[src/rtl/dad_pkg.sv]
// Shared types, constants and a helper function for the date advance block.
`timescale 1ns / 1ps

package dad_pkg;

  // Field widths of the request and result payloads.
  localparam int DAY_W   = 5;
  localparam int MONTH_W = 4;
  localparam int YEAR_W  = 14;

  // Default width of the day count.
  localparam int DAY_COUNT_BITS_DEF = 16;

  // Calendar constants.
  localparam logic [MONTH_W-1:0] JANUARY   = MONTH_W'(1);
  localparam logic [MONTH_W-1:0] FEBRUARY  = MONTH_W'(2);
  localparam logic [MONTH_W-1:0] APRIL     = MONTH_W'(4);
  localparam logic [MONTH_W-1:0] JUNE      = MONTH_W'(6);
  localparam logic [MONTH_W-1:0] SEPTEMBER = MONTH_W'(9);
  localparam logic [MONTH_W-1:0] NOVEMBER  = MONTH_W'(11);
  localparam logic [MONTH_W-1:0] DECEMBER  = MONTH_W'(12);

  localparam logic [DAY_W-1:0] LEN_FEB      = DAY_W'(28);
  localparam logic [DAY_W-1:0] LEN_FEB_LEAP = DAY_W'(29);
  localparam logic [DAY_W-1:0] LEN_SHORT    = DAY_W'(30);
  localparam logic [DAY_W-1:0] LEN_LONG     = DAY_W'(31);

  localparam int CENTURY    = 100;
  localparam int LEAP_CYCLE = 400;

  // Year mod 400 is found by restoring subtraction of 400 shifted left
  // by REDUCE_STEPS-1 down to 0; 400 << 5 = 12800 covers a 14-bit year.
  localparam int REDUCE_STEPS = 6;
  localparam int STEP_W       = $clog2(REDUCE_STEPS);

  localparam logic [YEAR_W-1:0] YEAR_MAX = {YEAR_W{1'b1}};

  typedef enum logic [1:0] {
    ST_IDLE,
    ST_REDUCE,
    ST_WALK,
    ST_OUT
  } dad_state_t;

  // Commands from the controller to the datapath.
  typedef struct packed {
    logic              load;
    logic              reduce;
    logic              walk;
    logic [STEP_W-1:0] shift;
  } dad_cmd_t;

  // Status from the datapath to the controller.
  typedef struct packed {
    logic fits;
  } dad_sts_t;

  // Length of a month in days, given whether the year is a leap year.
  function automatic logic [DAY_W-1:0] month_len(input logic [MONTH_W-1:0] month,
                                                 input logic            leap);
    logic [DAY_W-1:0] len;
    if (month == FEBRUARY) begin
      len = leap ? LEN_FEB_LEAP : LEN_FEB;
    end else if (month == APRIL || month == JUNE || month == SEPTEMBER ||
                 month == NOVEMBER) begin
      len = LEN_SHORT;
    end else begin
      len = LEN_LONG;
    end
    return len;
  endfunction

endpackage

[src/rtl/dad_if.sv]
// Valid/ready channel interfaces for the date advance requests and results.
`timescale 1ns / 1ps

interface dad_in_if #(
  parameter int DAY_COUNT_BITS = dad_pkg::DAY_COUNT_BITS_DEF
);
  logic                        valid;
  logic                        ready;
  logic [dad_pkg::DAY_W-1:0]   start_day;
  logic [dad_pkg::MONTH_W-1:0] start_month;
  logic [dad_pkg::YEAR_W-1:0]  start_year;
  logic [DAY_COUNT_BITS-1:0]   days_to_add;

  modport source (output valid, start_day, start_month, start_year, days_to_add,
                  input ready);
  modport sink   (input valid, start_day, start_month, start_year, days_to_add,
                  output ready);
endinterface

interface dad_out_if;
  logic                        valid;
  logic                        ready;
  logic [dad_pkg::DAY_W-1:0]   end_day;
  logic [dad_pkg::MONTH_W-1:0] end_month;
  logic [dad_pkg::YEAR_W-1:0]  end_year;

  modport source (output valid, end_day, end_month, end_year, input ready);
  modport sink   (input valid, end_day, end_month, end_year, output ready);
endinterface

[src/rtl/dad_datapath.sv]
// Datapath of the date advance block: running day, month, year and year mod 400.
`timescale 1ns / 1ps

module dad_datapath #(
  parameter int DAY_COUNT_BITS = dad_pkg::DAY_COUNT_BITS_DEF
) (
  input  logic                        clk,
  input  dad_pkg::dad_cmd_t           cmd,
  output dad_pkg::dad_sts_t           sts,
  input  logic [dad_pkg::DAY_W-1:0]   start_day,
  input  logic [dad_pkg::MONTH_W-1:0] start_month,
  input  logic [dad_pkg::YEAR_W-1:0]  start_year,
  input  logic [DAY_COUNT_BITS-1:0]   days_to_add,
  output logic [dad_pkg::DAY_W-1:0]   end_day,
  output logic [dad_pkg::MONTH_W-1:0] end_month,
  output logic [dad_pkg::YEAR_W-1:0]  end_year
);

  // One bit above the count holds start day plus count.
  localparam int DW = DAY_COUNT_BITS + 1;
  localparam int YW = dad_pkg::YEAR_W;

  logic [DW-1:0]                 day_r,   day_nxt;
  logic [dad_pkg::MONTH_W-1:0]   month_r, month_nxt;
  logic [YW-1:0]                 year_r,  year_nxt;
  logic [YW-1:0]                 rem_r,   rem_nxt;
  logic [dad_pkg::MONTH_W-1:0]   month_in;
  logic [YW-1:0]                 sub;
  logic                          leap;
  logic                          century;
  logic [dad_pkg::DAY_W-1:0]     len;

  // A month code of zero means January, anything past twelve means December.
  always_comb begin
    if (start_month == '0) begin
      month_in = dad_pkg::JANUARY;
    end else if (start_month > dad_pkg::DECEMBER) begin
      month_in = dad_pkg::DECEMBER;
    end else begin
      month_in = start_month;
    end
  end

  assign sub     = YW'(dad_pkg::LEAP_CYCLE) << cmd.shift;
  assign century = (rem_r == YW'(0)) || (rem_r == YW'(dad_pkg::CENTURY)) ||
                   (rem_r == YW'(2 * dad_pkg::CENTURY)) ||
                   (rem_r == YW'(3 * dad_pkg::CENTURY));
  assign leap    = ((year_r[1:0] == 2'b00) && !century) || (rem_r == YW'(0));
  assign len     = dad_pkg::month_len(month_r, leap);
  assign sts.fits = (day_r <= DW'(len));

  always_comb begin
    day_nxt   = day_r;
    month_nxt = month_r;
    year_nxt  = year_r;
    rem_nxt   = rem_r;
    if (cmd.load) begin
      day_nxt   = DW'(start_day) + DW'(days_to_add);
      month_nxt = month_in;
      year_nxt  = start_year;
      rem_nxt   = start_year;
    end else if (cmd.reduce) begin
      if (rem_r >= sub) begin
        rem_nxt = rem_r - sub;
      end
    end else if (cmd.walk) begin
      day_nxt = day_r - DW'(len);
      if (month_r == dad_pkg::DECEMBER) begin
        month_nxt = dad_pkg::JANUARY;
        year_nxt  = year_r + YW'(1);
        // The year counter wraps to zero, which is a multiple of 400.
        if (year_r == dad_pkg::YEAR_MAX ||
            rem_r == YW'(dad_pkg::LEAP_CYCLE - 1)) begin
          rem_nxt = '0;
        end else begin
          rem_nxt = rem_r + YW'(1);
        end
      end else begin
        month_nxt = month_r + dad_pkg::MONTH_W'(1);
      end
    end
  end

  always_ff @(posedge clk) begin
    day_r   <= day_nxt;
    month_r <= month_nxt;
    year_r  <= year_nxt;
    rem_r   <= rem_nxt;
  end

  assign end_day   = day_r[dad_pkg::DAY_W-1:0];
  assign end_month = month_r;
  assign end_year  = year_r;

endmodule

[src/rtl/dad_ctrl.sv]
// Controller state machine of the date advance block.
`timescale 1ns / 1ps

module dad_ctrl (
  input  logic                 clk,
  input  logic                 rst_n,
  input  logic                 in_valid,
  output logic                 in_ready,
  output logic                 out_valid,
  input  logic                 out_ready,
  output dad_pkg::dad_cmd_t    cmd,
  input  dad_pkg::dad_sts_t    sts,
  output dad_pkg::dad_state_t  state
);

  dad_pkg::dad_state_t                state_r, state_nxt;
  logic [dad_pkg::STEP_W-1:0]         step_r,  step_nxt;

  always_ff @(posedge clk) begin
    if (!rst_n) begin
      state_r <= dad_pkg::ST_IDLE;
      step_r  <= '0;
    end else begin
      state_r <= state_nxt;
      step_r  <= step_nxt;
    end
  end

  always_comb begin
    state_nxt  = state_r;
    step_nxt   = step_r;
    in_ready   = 1'b0;
    out_valid  = 1'b0;
    cmd        = '0;
    cmd.shift  = step_r;
    case (state_r)
      dad_pkg::ST_IDLE: begin
        in_ready = 1'b1;
        if (in_valid) begin
          cmd.load  = 1'b1;
          step_nxt  = dad_pkg::STEP_W'(dad_pkg::REDUCE_STEPS - 1);
          state_nxt = dad_pkg::ST_REDUCE;
        end
      end
      dad_pkg::ST_REDUCE: begin
        cmd.reduce = 1'b1;
        if (step_r == '0) begin
          state_nxt = dad_pkg::ST_WALK;
        end else begin
          step_nxt = step_r - dad_pkg::STEP_W'(1);
        end
      end
      dad_pkg::ST_WALK: begin
        if (sts.fits) begin
          state_nxt = dad_pkg::ST_OUT;
        end else begin
          cmd.walk = 1'b1;
        end
      end
      dad_pkg::ST_OUT: begin
        out_valid = 1'b1;
        if (out_ready) begin
          state_nxt = dad_pkg::ST_IDLE;
        end
      end
      default: begin
        state_nxt = dad_pkg::ST_IDLE;
      end
    endcase
  end

  assign state = state_r;

endmodule

[src/rtl/date_add_days_core.sv]
// Top level of the date advance block: controller plus datapath.
`timescale 1ns / 1ps

// Usage:
// A request on in_req carries a start date (day, month, year) and a day
// count; the block answers with one result on out_res holding the date that
// many days later. Both channels use valid/ready; a transfer happens on a
// rising clock edge where both are high.
// The block handles one request at a time. After a request is taken, the
// start year is reduced modulo 400 for the leap rule, one compare and
// subtract per cycle. Then the month walk subtracts one month length per
// cycle until the day fits its month; this single subtract-and-step loop sets
// the throughput. The result is offered once the day fits, and the next
// request is taken in the idle state entered after the result leaves. The
// largest count, 65535 days, walks about 2150 months.
// If the receiver stalls, the result stays on out_res unchanged and no new
// request is taken until it is delivered.
// The synchronous active-low reset returns the controller to idle, ready for
// a request; a result in flight at reset is dropped.

module date_add_days_core #(
  parameter int DAY_COUNT_BITS = dad_pkg::DAY_COUNT_BITS_DEF
) (
  input  logic         clk,
  input  logic         rst_n,
  dad_in_if.sink       in_req,
  dad_out_if.source    out_res
);

  dad_pkg::dad_cmd_t   cmd;
  dad_pkg::dad_sts_t   sts;
  dad_pkg::dad_state_t state;

  // Sequencing: accept, reduce year, walk months, hold the result.
  dad_ctrl u_ctrl (
    .clk       (clk),
    .rst_n     (rst_n),
    .in_valid  (in_req.valid),
    .in_ready  (in_req.ready),
    .out_valid (out_res.valid),
    .out_ready (out_res.ready),
    .cmd       (cmd),
    .sts       (sts),
    .state     (state)
  );

  // The running date lives in the datapath registers, which also drive the
  // result fields directly while the result is offered.
  dad_datapath #(
    .DAY_COUNT_BITS (DAY_COUNT_BITS)
  ) u_datapath (
    .clk         (clk),
    .cmd         (cmd),
    .sts         (sts),
    .start_day   (in_req.start_day),
    .start_month (in_req.start_month),
    .start_year  (in_req.start_year),
    .days_to_add (in_req.days_to_add),
    .end_day     (out_res.end_day),
    .end_month   (out_res.end_month),
    .end_year    (out_res.end_year)
  );

  // A result is only offered once the day fits its month.
  a_out_fits: assert property (@(posedge clk) disable iff (!rst_n)
    out_res.valid |-> sts.fits)
    else $error("result offered before the day fits its month");

  // The block never takes a request while a result is pending.
  a_no_overlap: assert property (@(posedge clk) disable iff (!rst_n)
    !(in_req.ready && out_res.valid))
    else $error("request taken while a result is pending");

  // An accepted request always starts the year reduction.
  a_accept_reduce: assert property (@(posedge clk) disable iff (!rst_n)
    (in_req.valid && in_req.ready) |=> (state == dad_pkg::ST_REDUCE))
    else $error("accepted request did not start year reduction");

  // The month stays a legal month once a request has been loaded.
  a_month_legal: assert property (@(posedge clk) disable iff (!rst_n)
    (state == dad_pkg::ST_WALK || state == dad_pkg::ST_OUT) |->
    (out_res.end_month >= dad_pkg::JANUARY && out_res.end_month <= dad_pkg::DECEMBER))
    else $error("month left the range January to December");

  // The result is held steady while the receiver stalls.
  a_hold: assert property (@(posedge clk) disable iff (!rst_n)
    (out_res.valid && !out_res.ready) |=>
    (out_res.valid && $stable(out_res.end_day) && $stable(out_res.end_month) &&
     $stable(out_res.end_year)))
    else $error("result changed while stalled");

endmodule
[src/flat_wrapper.sv]
// flat-port wrapper written by rule: the top's interface ports become plain ports
module date_add_days_core_flat 
#(
  parameter int DAY_COUNT_BITS = dad_pkg::DAY_COUNT_BITS_DEF
)
  (clk, rst_n, in_req_valid, in_req_start_day, in_req_start_month, in_req_start_year, in_req_days_to_add, in_req_ready, out_res_valid, out_res_end_day, out_res_end_month, out_res_end_year, out_res_ready);
  dad_in_if #(.DAY_COUNT_BITS(DAY_COUNT_BITS)) in_req_i ();
  dad_out_if out_res_i ();
  input  logic clk;
  input  logic rst_n;
  input wire logic [$bits(in_req_i.valid)-1:0] in_req_valid;
  input wire logic [$bits(in_req_i.start_day)-1:0] in_req_start_day;
  input wire logic [$bits(in_req_i.start_month)-1:0] in_req_start_month;
  input wire logic [$bits(in_req_i.start_year)-1:0] in_req_start_year;
  input wire logic [$bits(in_req_i.days_to_add)-1:0] in_req_days_to_add;
  output wire logic [$bits(in_req_i.ready)-1:0] in_req_ready;
  output wire logic [$bits(out_res_i.valid)-1:0] out_res_valid;
  output wire logic [$bits(out_res_i.end_day)-1:0] out_res_end_day;
  output wire logic [$bits(out_res_i.end_month)-1:0] out_res_end_month;
  output wire logic [$bits(out_res_i.end_year)-1:0] out_res_end_year;
  input wire logic [$bits(out_res_i.ready)-1:0] out_res_ready;
  assign in_req_i.valid = in_req_valid;
  assign in_req_i.start_day = in_req_start_day;
  assign in_req_i.start_month = in_req_start_month;
  assign in_req_i.start_year = in_req_start_year;
  assign in_req_i.days_to_add = in_req_days_to_add;
  assign in_req_ready = in_req_i.ready;
  assign out_res_valid = out_res_i.valid;
  assign out_res_end_day = out_res_i.end_day;
  assign out_res_end_month = out_res_i.end_month;
  assign out_res_end_year = out_res_i.end_year;
  assign out_res_i.ready = out_res_ready;
  date_add_days_core #(.DAY_COUNT_BITS(DAY_COUNT_BITS)) u_core (.clk(clk), .rst_n(rst_n), .in_req(in_req_i), .out_res(out_res_i));
endmodule
[config.mk]
export PLATFORM = sky130hd
export DESIGN_NAME = date_add_days_core_flat
export DESIGN_NICKNAME = d
export VERILOG_FILES = /design/src/rtl/dad_pkg.sv /design/src/rtl/dad_if.sv /design/src/rtl/dad_datapath.sv /design/src/rtl/dad_ctrl.sv /design/src/rtl/date_add_days_core.sv /design/src/flat_wrapper.sv
export SDC_FILE = /design/constraint.sdc
export NUM_CORES = 1
export LEC_CHECK = 0
export BUFFER_PORTS_ARGS = -buffer_cell sky130_fd_sc_hd__buf_4
export CORE_MARGIN = 2
export CORE_UTILIZATION = 55
export DETAILED_ROUTE_END_ITERATION = 16
export GPL_TIMING_DRIVEN = 0
export PLACE_DENSITY = 0.77
export SYNTH_ARGS = -nofsm -noshare
export SYNTH_HDL_FRONTEND = slang
export SYNTH_SLANG_ARGS = --single-unit
[constraint.sdc]
create_clock -name clk -period 4.4 [get_ports clk]
set_input_delay 0.22 -clock clk [delete_from_list [all_inputs] [get_ports clk]]
set_output_delay 0.22 -clock clk [all_outputs]
set_load 0.1 [all_outputs]
==> results of run 1 <==
[critical path: cells and delay by family, from the launching register on]
| kind | cells | cell delay [ns] |
|---|---|---|
| and+or+nand+nor | 3 | 0.78 |
| buffers and inverters | 1 | 0.35 |
| adders and majority gates | 1 | 0.24 |
| AOI/OAI and AO/OA | 7 | 1.82 |
| DFF | 1 | 0.40 |
[stage by stage]
step,utilization,hold WS [ns],cell area (um2)
after floorplan,-,0.342,4560
after CTS,0.651,0.182,5300
after global placement,0.639,0.478,5190
final,0.653,0.178,5310
after global routing,0.653,0.189,5310
after detailed placement,0.641,0.503,5210
[state kept, by name (all words and copies together) (netlist names)]
name,count
u_core.u_datapath.day_r,17
u_core.u_datapath.end_year,14
u_core.u_datapath.rem_r,14
u_core.u_datapath.end_month,4
u_core.u_ctrl.step_r,3
u_core.u_ctrl.state,2
[cells by family after synthesis]
family	Yosys count
AOI/OAI and AO/OA	125
xor gates and xnor gates	38
adders and majority gates	36
buffers and inverters	58
DFF	54
muxes	6
and+or+nand+nor	190
[placed cells by master, fill, tap and decap left out, drive strengths merged, types with 7 or more instances in the layout]
cell type  instances
nor3              14
inv               31
clkbuf            23
and4               8
or3                8
nand2             44
and3               9
edfxtp            49
buf               78
xor2              13
a31oi              8
a211oi            12
a21o               7
ha                34
o21ai             24
xnor2             25
nand3             19
nand4             11
nor4               9
a21oi             29
nor2              44
[layer usage]
| layer | global-route usage | wire length [um] | vias up |
|---|---|---|---|
| met2 | 0.443 | 5460 | 177 |
| li1 | - | - | 2034 |
| met4 | 0.0821 | 253 | 0 |
| met3 | 0.0324 | 813 | 25 |
| met5 | 0 | 0 | - |
| met1 | 0.347 | 4940 | 1967 |
[cells in the mapped netlist, drive strengths merged, types with 6 or more instances]
library cell	instances	area, um2
o21a	6	45.0
edfxtp	49	1470
ha	34	425
nand4	11	68.8
nor2	44	165
a21o	7	52.6
inv	31	116
clkbuf	17	63.8
nand2	44	165
a31oi	8	56.3
nand3	19	95.1
a21oi	29	145
or4	6	52.6
a211oi	12	90.1
mux2i	6	60.1
xnor2	25	219
and4	8	70.1
o21ai	24	120
nor4	9	92.6
or3	8	55.1
xor2	13	114
nor3	14	70.1
and3	9	56.3
buf	10	65.1
[final cells by class]
type / count / area [um2] / share of cell area
clock inverters: 2 / 13.8 / 0.00259
repair buffers: 68 / 518 / 0.0976
inverters: 31 / 116 / 0.0219
plain buffers: 27 / 129 / 0.0243
multi-input cells: 395 / 2760 / 0.519
clock buffers: 6 / 72.6 / 0.0137
well taps: 105 / 131 / 0.0247
flip-flops and latches: 54 / 1570 / 0.296
[worst min-delay path by stage]
stage,end,start,depth (start not counted)
2_1_floorplan,u_core.u_ctrl.step_r[1],rst_n,1
3_3_place_gp,u_core.u_ctrl.state[1],u_core.u_ctrl.state[1],2
3_5_place_dp,u_core.u_ctrl.state[0],u_core.u_ctrl.state[0],2
4_1_cts,u_core.u_ctrl.step_r[1],rst_n,2
5_1_grt,u_core.u_ctrl.step_r[1],rst_n,2
6_report,u_core.u_ctrl.step_r[1],rst_n,2
[what timing repair did]
item	4_1_cts	5_1_grt
endpoints found under the setup margin	0	11
resized for setup	0	1
setup buffers	0	0
==> impl_metrics.csv, run 1 <==
group,metric,value,unit
setup_path,r2r-start,"u_core.u_datapath.rem_r[6]",
clock_tree,htreeDepth,2,
clock_tree,clock_latency,0.31,ns
place,dpl_worst_slack,0.0402,ns
synthesis,synth_area,4560,um2
synthesis,synth_mux_area_frac,0.0132,
final_layout,final_cell_count_no_fill,688,
setup_path,slowest_delay,0.66,ns
synthesis,synth_flop_cell,"edfxtp_1",
synthesis,synth_compound_area_frac,0.190,
place,dp_hpwl,8.91,mm
setup_path,rr_worst_depth,12,
synthesis,seq_area_frac_synth,0.345,
global_routing,grt_pass1_vias,4003,
synthesis,synthCells,507,
floorplan,design.die.area,9030,um2
drt,vias,4203,
sta,setup_tns,0,ns
floorplan,die_y,95.1,um
sta,fin_worst_skew,0.00682,ns
setup_path,ff2ff_setup_slack,0.45,ns
setup_path,worstPathRequired,4.34,ns
setup_path,end_kind,"register",
clock_tree,path_clk_slew,0.10,ns
final_layout,diodes,0,
sta,setup_viol,0,
sta,finalCriticalPeriod,3.95,ns
setup_path,timing.rr.end,"u_core.u_datapath.rem_r[4]",
place,placed_cells,680,
clock_tree,root_buffer,"clkbuf_8",
global_routing,grt_pass1_wl,18.6,mm
setup_path,slowest_stage,"a32oi_2",
final_layout,nFillCells,675,
final_layout,final_nets,661,
drt,post_drt_wl_per_cell,16.7,um
setup_path,crit_top_cell,"a31oi_1",
run,maxCapViolCount,0,
global_routing,grt-ovfl-total,0,
synthesis,synth_edf_count,49,
floorplan,rows,33,
setup_path,crit_chain,"clkbuf_1 > or3b_1 > a211oi_1 > a31oi_1 > o21ai_1 > a31oi_1 > ha_1 > nor2b_1 > o211ai_1 > a31oi_2 > nand2_1 > a32oi_2",
synthesis,yosys.area_share.adder,0.102,
synthesis,async_flop_share,0,
place,port_buffers,67,
setup_path,cp-start-kind,"register",
sta,worstMarginPinSlew,0.795,ns
place,gp_congestion,0.911,
sta,worst_slack,0.452,ns
clock_tree,cts_inserted_buffers,5,
global_routing,antenna_found_initial,0,
synthesis,syn-num-nets,586,
synthesis,synth_top_family_by_area,"simple AND/OR/NAND/NOR gates",
floorplan,core,8130,um2
floorplan,initial_core_util,0.561,
global_routing,track_usage,0.260,
global_routing,grt_max_degree,17,
worst_hold_path,hp-class,"in -> reg",
synthesis,synth-xor-area-share,0.0730,
clock_tree,cts_hold_buffers,0,
setup_path,crit_start,"u_core.u_datapath.rem_r[6]",
setup_path,critPathKind,"reg -> reg",
clock_tree,clk_path_buf_depth,2,
sta,slew_violations,0,
setup_path,crit_path_end,"u_core.u_datapath.rem_r[4]",
synthesis,synth_cell_types,66,
clock_tree,tritoncts,"done",
drt,drt-total-wl,11.5,mm
synthesis,synth-simple-area-share,0.223,
setup_path,worst_ep_arrival_time,3.89,ns
sta,rsz0062_at_grt,"no",
synthesis,synth.avg_cell_area,8.99,um2
sta,fmax,253,MHz
setup_path,path_max_fanout,11,
drt,drc,0,
final_layout,area_growth_syn_to_layout,16.4,%
sta,fin_crit_sh,0.897,
drt,drt.antenna.violating_nets,0,
sta,hold_viol_final,0,
final_layout,drive_gt1_frac,0.165,
sta,slew_headroom,0.470,
floorplan,die_w,95.1,um
clock_tree,clock-sinks,54,
drt,first_pass_iters,5,
floorplan,ioPinCount,68,
status,outcome,"finished, final reports clean",
synthesis,synth_warnings,0,
synthesis,synth.ff_latch_count,54,
drt,drt_iter0_markers,354,
drt,routed_via_density,6.11,
Power of run 1 is left out: the tool's default activity adds up to more than one toggle a clock period on the data nets, which glitch-free logic cannot reach.
==> run 2: changes to the inputs <==
--- a/config.mk
+++ b/config.mk
@@ -5,7 +5,7 @@
 export SDC_FILE = /design/constraint.sdc
 export NUM_CORES = 1
 export LEC_CHECK = 0
-export BUFFER_PORTS_ARGS = -buffer_cell sky130_fd_sc_hd__buf_4
+export BUFFER_PORTS_ARGS = -buffer_cell sky130_fd_sc_hd__buf_2
 export CORE_MARGIN = 2
 export CORE_UTILIZATION = 55
 export DETAILED_ROUTE_END_ITERATION = 16
==> impl_metrics.csv, run 2 (synthesis gave the netlist of run 1 again) <==
group,metric,value,unit
setup_path,critPathKind,"reg -> reg",
drt,vias,4146,
floorplan,rows,33,
setup_path,r2r-start,"u_core.u_datapath.rem_r[9]",
setup_path,rr_worst_depth,10,
setup_path,ff2ff_setup_slack,0.43,ns
run,maxCapViolCount,0,
setup_path,timing.rr.end,"u_core.u_datapath.rem_r[12]",
final_layout,nFillCells,700,
worst_hold_path,hp-class,"in -> reg",
clock_tree,path_clk_slew,0.11,ns
clock_tree,clock-sinks,54,
final_layout,final_common_cell,"buf_2",
floorplan,die_y,95.1,um
place,placed_area,5040,um2
place,port_buffers,67,
sta,finalCriticalPeriod,3.97,ns
floorplan,core,8130,um2
global_routing,antenna_found_initial,0,
sta,fmax,252,MHz
sta,rsz0062_at_grt,"no",
clock_tree,cts_inserted_buffers,5,
global_routing,grt_pass1_vias,3895,
clock_tree,htreeDepth,2,
floorplan,initial_core_util,0.561,
sta,worst_slack,0.430,ns
sta,fin_crit_sh,0.902,
clock_tree,root_buffer,"clkbuf_8",
drt,post_drt_wl_per_cell,16.5,um
worst_hold_path,min_to,"u_core.u_datapath.end_month[1]",
place,gp_congestion,0.920,
drt,drc,0,
sta,holdWs,0.196,ns
global_routing,grt_max_degree,17,
final_layout,final_nets,661,
floorplan,design.die.area,9030,um2
setup_path,crit_top_cell,"nand2_1",
global_routing,track_usage,0.262,
place,dpl_worst_slack,0.0196,ns
floorplan,die_w,95.1,um
final_layout,area_growth_syn_to_layout,12.8,%
final_layout,regMostFlops,"u_core.u_datapath.day_r",
setup_path,end_kind,"register",
final_layout,finalInstanceArea,5140,um2
clock_tree,clock_latency,0.32,ns
setup_path,path_max_fanout,11,
drt,drt_iter0_markers,283,
worst_hold_path,whs_path_depth,3,
final_layout,most-common-layout-cells,"68 x buf_2, 49 x edfxtp_1, 44 x nand2_1",
setup_path,worst_ep_arrival_time,3.92,ns
global_routing,grt-ovfl-total,0,
final_layout,largest_reg_flops,17,
sta,hold_viol_final,0,
setup_path,worstPathRequired,4.35,ns
drt,first_pass_iters,5,
final_layout,drive_gt1_frac,0.165,
drt,drt.antenna.violating_nets,0,
clock_tree,post-cts-setup-buffers,0,
clock_tree,tritoncts,"done",
place,dp_hpwl,8.71,mm
sta,slew_violations,0,
sta,setup_viol,0,
final_layout,final_core_util,0.632,
worst_hold_path,hp-start,"in_req_start_month[1]",
setup_path,slowest_stage,"a32oi_2",
sta,fin_worst_skew,0.0168,ns
sta,slew_headroom,0.454,
sta,worstMarginPinSlew,0.819,ns
clock_tree,cts-resized-gates,1,
drt,drt-total-wl,11.4,mm
global_routing,grt_pass1_wl,18.6,mm
floorplan,ioPinCount,68,
clock_tree,cts_hold_buffers,0,
clock_tree,clk_path_buf_depth,2,
final_layout,diodes,0,
drt,routed_via_density,6.03,
status,outcome,"finished, final reports clean",
setup_path,crit_chain,"nor4_1 > nand3_1 > or4_1 > a31oi_1 > ha_1 > nand2_1 > o211ai_1 > a31oi_2 > nand2_1 > a32oi_2",
setup_path,slowest_delay,0.66,ns
setup_path,cp-start-kind,"register",
[run 2: cell count changes in the layout (fill, tap and decap cells not counted)]
cell	delta
buf_2	+67
buf_4	-67
[run 2: layer usage]
metal | vias to the layer above | GRT usage | routed length [um]
met3 | 21 | 0.0198 | 655
li1 | 2033 | - | -
met2 | 157 | 0.452 | 5470
met4 | 0 | 0.0833 | 213
met5 | - | 0 | 0
met1 | 1935 | 0.350 | 5040
[run 2: how the worst max path moves through the flow]
stage / startpoint / to / slack [ns]
after floorplan: u_core.u_datapath.end_month[0] / u_core.u_datapath.day_r[0] / 0.51
after global placement: u_core.u_datapath.rem_r[9] / u_core.u_datapath.end_month[3] / -0.02
after detailed placement: u_core.u_datapath.rem_r[9] / u_core.u_datapath.end_year[10] / 0.02
after CTS: u_core.u_datapath.rem_r[9] / u_core.u_datapath.rem_r[12] / 0.18
after global routing: u_core.u_datapath.rem_r[9] / u_core.u_datapath.end_year[10] / 0.24
final: u_core.u_datapath.rem_r[9] / u_core.u_datapath.rem_r[12] / 0.43
[run 2: cell type report]
type,count,area (um2),area share
Multi-Input combinational cell,395,2760,0.536
Sequential cell,54,1570,0.306
Timing Repair Buffer,68,350,0.0681
Tap cell,105,131,0.0256
Buffer,27,129,0.0251
Inverter,31,116,0.0226
Clock buffer,6,72.6,0.0141
Clock inverter,2,13.8,0.00268
[run 2: stage by stage]
stage          std cells  setup TNS [ns]
6_report             688               0
5_1_grt              688               0
4_1_cts              688               0
3_5_place_dp         680               0
3_3_place_gp         679          -0.443
2_1_floorplan        507               0
[run 2: critical path: cells and delay by family (launching register included)]
| family | cells | cell delay (ns) |
|---|---|---|
| flip-flops | 1 | 0.51 |
| AO/OA/AOI/OAI | 4 | 1.37 |
| AND/OR/NAND/NOR | 5 | 1.43 |
| adder cells (fa/ha/maj) | 1 | 0.29 |
Power of run 2 is left out for the same reason.
